<file path="src/dq_pkg.sv">
// Shared types, sizes and helpers for the double-ended queue.
// No dependencies.
package dq_pkg;

   localparam int DEPTH      = 16;
   localparam int DATA_WIDTH = 32;
   localparam int ADDR_W     = $clog2(DEPTH);
   localparam int CNT_W      = $clog2(DEPTH + 1);

   typedef enum logic [2:0] {
      ACT_PUSH_BACK  = 3'd0,
      ACT_PUSH_FRONT = 3'd1,
      ACT_POP_FRONT  = 3'd2,
      ACT_POP_BACK   = 3'd3,
      ACT_DUMP       = 3'd4
   } action_type;

   typedef enum logic [1:0] {
      ST_OK    = 2'd0,
      ST_EMPTY = 2'd1,
      ST_FULL  = 2'd2
   } status_type;

   typedef struct packed {
      action_type         action;
      logic signed [31:0] value;
   } req_type;

   typedef struct packed {
      status_type         status;
      logic signed [31:0] data;
      logic [4:0]         count;
      logic               last;
   } rsp_type;

   // base + off modulo DEPTH; off never exceeds DEPTH
   function automatic logic [ADDR_W-1:0] wrap_add(input logic [ADDR_W-1:0] base,
                                                  input logic [CNT_W-1:0]  off);
      logic [CNT_W:0] sum;
      sum = (CNT_W+1)'(base) + (CNT_W+1)'(off);
      if (sum >= (CNT_W+1)'(DEPTH)) begin
         sum = sum - (CNT_W+1)'(DEPTH);
      end
      return ADDR_W'(sum);
   endfunction

   function automatic rsp_type make_rsp(input status_type             status,
                                        input logic [DATA_WIDTH-1:0] data,
                                        input logic [CNT_W-1:0]      count,
                                        input logic                  last);
      rsp_type r;
      r.status = status;
      r.data   = 32'(data);
      r.count  = 5'(count);
      r.last   = last;
      return r;
   endfunction

endpackage

</file>
<file path="src/dq_ram.sv">
// Generic single-write, single-read synchronous RAM with registered read data.
// Read data holds until the next read; no dependencies.
module dq_ram #(
   parameter int DEPTH = 16,
   parameter int WIDTH = 32
) (
   input  logic                     clock,
   input  logic                     wr_en,
   input  logic [$clog2(DEPTH)-1:0] wr_addr,
   input  logic [WIDTH-1:0]         wr_data,
   input  logic                     rd_en,
   input  logic [$clog2(DEPTH)-1:0] rd_addr,
   output logic [WIDTH-1:0]         rd_data
);

   logic [WIDTH-1:0] mem [DEPTH];
   logic [WIDTH-1:0] rd_data_ff;

   always_ff @(posedge clock) begin
      if (wr_en) begin
         mem[wr_addr] <= wr_data;
      end
   end

   always_ff @(posedge clock) begin
      if (rd_en) begin
         rd_data_ff <= mem[rd_addr];
      end
   end

   assign rd_data = rd_data_ff;

endmodule

</file>
<file path="src/double_ended_queue.sv">
// Double-ended queue of signed words held in a circular RAM.
// Depends on dq_pkg and dq_ram.
//
// Usage:
//   req channel: req_valid / req_stall / req_item carries one transaction
//   (action, value). rsp channel: rsp_valid / rsp_stall / rsp_item returns
//   status, data, count after the operation, and last.
//   A push, a rejected push, an empty pop or dump and an unused action code
//   each give one result in the cycle after acceptance; unless rsp stalls,
//   the block takes the next transaction in that same cycle, so these run at
//   one per cycle. A pop reads the RAM into its registered read data, and
//   its result is then loaded into the result register. A dump of N words
//   streams N results, one per cycle while rsp is not stalled, each taken
//   from the registered read data. New transactions are held off while a
//   read is outstanding.
//   Reset empties the queue (front and count to zero); RAM contents are not
//   cleared and need no clearing pass. A stall on rsp holds the result
//   register and backs up into req_stall; no result is dropped.
module double_ended_queue
   import dq_pkg::*;
(
   input  logic    clock,
   input  logic    reset,
   input  logic    req_valid,
   output logic    req_stall,
   input  req_type req_item,
   output logic    rsp_valid,
   input  logic    rsp_stall,
   output rsp_type rsp_item
);

   typedef enum logic [1:0] {
      S_IDLE = 2'b01,
      S_READ = 2'b10
   } state_type;

   state_type             state_ff, state_in;
   logic [ADDR_W-1:0]     front_ff, front_in;
   logic [CNT_W-1:0]      count_ff, count_in;
   logic [CNT_W-1:0]      idx_ff, idx_in;
   logic                  dump_ff, dump_in;
   logic                  rsp_valid_ff, rsp_valid_in;
   rsp_type               rsp_ff, rsp_in;

   logic                  out_free;
   logic                  req_fire;
   logic                  is_full;
   logic                  is_empty;
   logic                  final_word;
   logic [CNT_W-1:0]      idx_next;

   logic                  wr_en;
   logic [ADDR_W-1:0]     wr_addr;
   logic [DATA_WIDTH-1:0] wr_data;
   logic                  rd_en;
   logic [ADDR_W-1:0]     rd_addr;
   logic [DATA_WIDTH-1:0] rd_data;

   dq_ram #(
      .DEPTH (DEPTH),
      .WIDTH (DATA_WIDTH)
   ) u_ram (
      .clock   (clock),
      .wr_en   (wr_en),
      .wr_addr (wr_addr),
      .wr_data (wr_data),
      .rd_en   (rd_en),
      .rd_addr (rd_addr),
      .rd_data (rd_data)
   );

   always_comb begin
      out_free   = !rsp_valid_ff || !rsp_stall;
      req_stall  = (state_ff != S_IDLE) || !out_free;
      req_fire   = req_valid && !req_stall;
      is_full    = (count_ff == CNT_W'(DEPTH));
      is_empty   = (count_ff == '0);
      idx_next   = idx_ff + CNT_W'(1);
      final_word = !dump_ff || (idx_next == count_ff);

      state_in     = state_ff;
      front_in     = front_ff;
      count_in     = count_ff;
      idx_in       = idx_ff;
      dump_in      = dump_ff;
      rsp_valid_in = rsp_valid_ff && rsp_stall;
      rsp_in       = rsp_ff;
      wr_en        = 1'b0;
      wr_addr      = wrap_add(front_ff, count_ff);
      wr_data      = DATA_WIDTH'(req_item.value);
      rd_en        = 1'b0;
      rd_addr      = front_ff;

      case (state_ff)
         S_IDLE: begin
            if (req_fire) begin
               rsp_valid_in = 1'b1;
               case (req_item.action)
                  ACT_PUSH_BACK, ACT_PUSH_FRONT: begin
                     if (is_full) begin
                        rsp_in = make_rsp(ST_FULL, '0, count_ff, 1'b1);
                     end else begin
                        wr_en    = 1'b1;
                        count_in = count_ff + CNT_W'(1);
                        if (req_item.action == ACT_PUSH_FRONT) begin
                           front_in = (front_ff == '0) ? ADDR_W'(DEPTH - 1)
                                                       : front_ff - ADDR_W'(1);
                           wr_addr  = front_in;
                        end
                        rsp_in = make_rsp(ST_OK, '0, count_in, 1'b1);
                     end
                  end
                  ACT_POP_FRONT, ACT_POP_BACK: begin
                     if (is_empty) begin
                        rsp_in = make_rsp(ST_EMPTY, '0, count_ff, 1'b1);
                     end else begin
                        // result is issued once the RAM data returns
                        rsp_valid_in = 1'b0;
                        rd_en        = 1'b1;
                        count_in     = count_ff - CNT_W'(1);
                        dump_in      = 1'b0;
                        state_in     = S_READ;
                        if (req_item.action == ACT_POP_FRONT) begin
                           front_in = (front_ff == ADDR_W'(DEPTH - 1)) ? '0
                                                                     : front_ff + ADDR_W'(1);
                        end else begin
                           rd_addr = wrap_add(front_ff, count_in);
                        end
                     end
                  end
                  ACT_DUMP: begin
                     if (is_empty) begin
                        rsp_in = make_rsp(ST_EMPTY, '0, count_ff, 1'b1);
                     end else begin
                        rsp_valid_in = 1'b0;
                        rd_en        = 1'b1;
                        idx_in       = '0;
                        dump_in      = 1'b1;
                        state_in     = S_READ;
                     end
                  end
                  default: begin
                     rsp_in = make_rsp(ST_OK, '0, count_ff, 1'b1);
                  end
               endcase
            end
         end
         S_READ: begin
            // rd_data holds until the next read, so a stalled output just waits
            if (out_free) begin
               rsp_valid_in = 1'b1;
               rsp_in       = make_rsp(ST_OK, rd_data, count_ff, final_word);
               if (final_word) begin
                  state_in = S_IDLE;
               end else begin
                  idx_in  = idx_next;
                  rd_en   = 1'b1;
                  rd_addr = wrap_add(front_ff, idx_next);
               end
            end
         end
         default: begin
            state_in = S_IDLE;
         end
      endcase
   end

   always_ff @(posedge clock) begin
      if (reset) begin
         state_ff     <= S_IDLE;
         front_ff     <= '0;
         count_ff     <= '0;
         dump_ff      <= 1'b0;
         rsp_valid_ff <= 1'b0;
      end else begin
         state_ff     <= state_in;
         front_ff     <= front_in;
         count_ff     <= count_in;
         dump_ff      <= dump_in;
         rsp_valid_ff <= rsp_valid_in;
      end
   end

   always_ff @(posedge clock) begin
      idx_ff <= idx_in;
      rsp_ff <= rsp_in;
   end

   assign rsp_valid = rsp_valid_ff;
   assign rsp_item  = rsp_ff;

endmodule

</file>
<file path="config.mk">
export PLATFORM = sky130hd
export DESIGN_NAME = double_ended_queue
export DESIGN_NICKNAME = d
export VERILOG_FILES = /design/src/dq_pkg.sv /design/src/dq_ram.sv /design/src/double_ended_queue.sv
export SDC_FILE = /design/constraint.sdc
export NUM_CORES = 1
export LEC_CHECK = 0
export ABC_AREA = 1
export BUFFER_PORTS_ARGS = -buffer_cell sky130_fd_sc_hd__buf_2
export CORE_MARGIN = 2
export CORE_UTILIZATION = 35
export DETAILED_ROUTE_END_ITERATION = 16
export GPL_ROUTABILITY_DRIVEN = 0
export SETUP_SLACK_MARGIN = 0.4
export SLEW_MARGIN = 40
export SYNTH_ARGS = -nofsm -noshare
export SYNTH_HDL_FRONTEND = slang
export SYNTH_HIERARCHICAL = 1
export SYNTH_SLANG_ARGS = --single-unit
</file>
<file path="constraint.sdc">
create_clock -name clock -period 5.75 [get_ports clock]
set_clock_uncertainty 0.05 [all_clocks]
set_input_delay 0.575 -clock clock [delete_from_list [all_inputs] [get_ports clock]]
set_output_delay 0.575 -clock clock [all_outputs]
set_load 0.1 [all_outputs]
</file>
==> out/metrics.csv <==
stage,metric,value,unit
status,status,"complete, no violations",
logic_synthesis,Synth Net Count,2588,
routing,post-DR vias/cell,4.75,
routing,drt first pass iters,5,
floorplan,core area,75700,µm²
logic_synthesis,Syn Std Cell Area,26600,µm²
cts,postcts setup bufs,0,
setup_path,crit path kind,reg2reg,
cts,CTS Buf Count,66,
cts,CTS H-tree depth,3,
global_routing,Total Routing Usage GR,16.8,%
power,Peak supply drop,0.788,mV
sta,number of max-slew violations in the final report,0,
floorplan,Initial Util,35.2,%
global_routing,first-pass GRT wire length,101,mm
sta,fin crit period,3950,ps
final_layout,layout cells sized above 1,10.3,%
final_layout,Inserted Diodes,0,
global_routing,largest net degree at the start of global routing,129,
place,PortBufs,80,
routing,met3 wire length,3.46,mm
cts,CTS Hold Bufs,0,
sta,final setup violation count,0,
flow_run,max-cap viol count,0,
routing,WL met2,31.2,mm
setup_path,crit start category,flop,
sta,Final period util,68.8,%
floorplan,# rows,101,
sta,final hold vios,0,
routing,vias,17300,
setup_path,WP data required,5960,ps
final_layout,Final #Nets,2666,
final_layout,Area growth syn-to-layout,13.5,%
routing,top sig layer,met4,
logic_synthesis,YS warnings,6,
routing,Routed WL per cell,17.9,µm
sta,Fin Setup TNS,0,ps
routing,drc violations,0,
final_layout,filler cell count,7185,
logic_synthesis,#FFs+latches synth,602,
logic_synthesis,synth unique cells,40,
power,LEAKAGE,12.7,nW
sta,Fmax achieved,253,MHz
sta,Slew headroom,45.2,%
global_routing,number of global-route vias before repair,16900,
cts,CTS Sinks,602,
place,DP Cell Count,3517,
logic_synthesis,mean area per synthesized cell,10.5,µm²
sta,Worst Slack Setup Final,1800,ps
floorplan,width of the die,280,µm
sta,Least-Margin Pin Slew,820,ps
cts,"Clk Latency, worst-skew pair",610,ps
worst_hold_path,Hold Path Class,in2reg,
global_routing,total grt overflow,0,
setup_path,critical path capture point type,flop,
power,Tot Pwr,0.0178,W
logic_synthesis,post-synthesis sequential area ratio,67.4,%
floorplan,IO Count,81,
cts,clk buf depth,3,
cts,CTS resizes,0,
final_layout,non-filler instance count after layout,3634,
setup_path,Crit Path Max Fanout,17,
cts,Root Driver,clkbuf_16,
routing,DRT iter0 DRCs,1536,
sta,unrepaired setup endpoints after global routing,false,
routing,final WL,65.2,mm
place,post-detail-place hpwl,37.7,mm
place,pre-CTS setup slack,1840,ps
routing,Met1 Wirelength,29.3,mm
floorplan,die height,280,µm
routing,post-route ant nets,0,
setup_path,WP data arrival,4170,ps
global_routing,initial antenna violation count,0,
sta,hold slack,261,ps
cts,"Clk pin slew, worst setup/hold paths",60,ps
power,P per Cell Area,590,nW/µm²
cts,CTS tree,built,
floorplan,DIE AREA,78400,µm²
logic_synthesis,Synth Instances,2529,
-- flip-flops by register name, summed over array words and instances (netlist names) --
register,cells
count_ff,5
rsp_valid,1
u_ram/rd_data,32
rsp_item,40
front_ff,4
state_ff,2
idx_ff,5
dump_ff,1
u_ram/mem,512
-- cell usage in the layout (no fill, tap or decap), types with 5 or more instances in the layout --
cell type	synthesis	layout
nand3_1	411	411
buf_4	6	21
nor2_1	44	28
o21ai_0	5	5
inv_2	9	9
o21ai_1	11	11
a21oi_4	0	5
nor2_4	4	20
nand2_2	8	8
a21oi_1	19	18
xnor2_1	6	6
clkbuf_1	14	20
inv_1	457	454
buf_8	0	10
xor2_1	9	9
buf_2	46	80
nand4_1	9	9
clkinv_2	0	8
edfxtp_1	589	589
ha_1	17	16
clkinv_1	0	13
buf_16	0	9
clkbuf_16	0	66
nand2_1	759	759
a211oi_1	5	5
dfxtp_1	13	13
-- worst max-delay path, cell delays in order, from the launching register on --
cell and delay, ps:
dfxtp_1 440, inv_1 170, ha_1 280, nand3_2 160, nand2_1 70, nor2_1 330, nand2_1 220, inv_2 120
nand2_1 50, o21ai_1 150, nand3b_1 380, nor2_4 750, buf_4 430
-- cells in the mapped netlist --
master | n | area [µm²]
nor4_1 | 1 | 6.26
nand4_1 | 9 | 56.3
o21bai_2 | 1 | 11.3
dfxtp_1 | 13 | 260
nand2_2 | 8 | 50.1
inv_1 | 457 | 1720
o22ai_1 | 2 | 12.5
inv_4 | 2 | 12.5
buf_2 | 46 | 230
edfxtp_1 | 589 | 17700
nand4_4 | 1 | 21.3
inv_2 | 9 | 33.8
nor2_8 | 1 | 20.0
buf_4 | 6 | 45.0
nand2_1 | 759 | 2850
buf_12 | 1 | 20.0
clkbuf_1 | 14 | 52.6
buf_6 | 30 | 338
o21ai_1 | 11 | 55.1
nand2_4 | 3 | 33.8
a31oi_1 | 1 | 6.26
o21ai_2 | 3 | 26.3
o211ai_1 | 2 | 15.0
ha_1 | 17 | 213
nand3_2 | 4 | 40.0
nor2_4 | 4 | 45.0
xnor2_1 | 6 | 52.6
a21oi_2 | 6 | 52.6
nor2_1 | 44 | 165
nand3_1 | 411 | 2060
mux2i_1 | 2 | 20.0
nand3_4 | 3 | 52.6
a21oi_1 | 19 | 95.1
a211oi_1 | 5 | 37.5
fa_1 | 3 | 60.1
buf_1 | 17 | 63.8
o21ai_0 | 5 | 25.0
nand3b_1 | 2 | 15.0
xor2_1 | 9 | 78.8
nor3_1 | 3 | 15.0
-- where the power goes --
group	internal [W]	switching [W]
Combinational	0.00219	0.00638
Sequential	0.00533	0.000105
Clock	0.00216	0.00170
Total	0.00967	0.00818
-- per-stage QoR --
stage	utilization (%)	cell area (µm²)
6_report	40.0	30300
5_1_grt	40.0	30300
4_1_cts	40.0	30300
3_5_place_dp	37.4	28300
3_3_place_gp	36.9	27900
2_1_floorplan	-	26600
-- final timing paths --
path | slack (ps) | start | endpoint | depth (start not counted)
hold / removal | 260 | reset | count_ff[2]$_SDFFE_PP0P_ | 2
setup reg to reg | 1800 | count_ff[1]$_SDFFE_PP0P_ | u_ram/mem[6][3]$_DFFE_PP_ | 12
hold reg to reg | 440 | state_ff[1]$_SDFFE_PP0P_ | state_ff[1]$_SDFFE_PP0P_ | 2
setup / recovery | 1800 | count_ff[1]$_SDFFE_PP0P_ | u_ram/mem[6][3]$_DFFE_PP_ | 12
-- per-layer routing --
metal | GRT usage, % | up-vias
met4 | 4.36 | 0
met3 | 2.55 | 83
met5 | 0 | -
li1 | - | 8374
met1 | 22.9 | 8332
met2 | 28.2 | 465
-- cell families (layout without fill, tap and decap cells) --
logic type               count (synthesis)  after routing  synth area share [%]
AND/OR/NAND/NOR                       1253           1253                  20.4
adder cells (fa/ha/maj)                 20             20                  1.02
AO/OA/AOI/OAI                           55             55                  1.26
multiplexers                             2              2                0.0751
buffers and inverters                  582            709                  9.42
flip-flops                             602            602                  67.4
XOR/XNOR                                15             15                 0.493
-- layout make-up --
class	instances	area (µm²)	share of cell area, %
Inverter	468	1770	5.86
Timing Repair Buffer	124	1030	3.40
Tap cell	978	1220	4.04
Sequential cell	602	17900	59.3
Clock inverter	29	175	0.579
Clock buffer	88	1750	5.80
Multi-Input combinational cell	1345	6350	21.0
(Power assumes the default switching activity.)
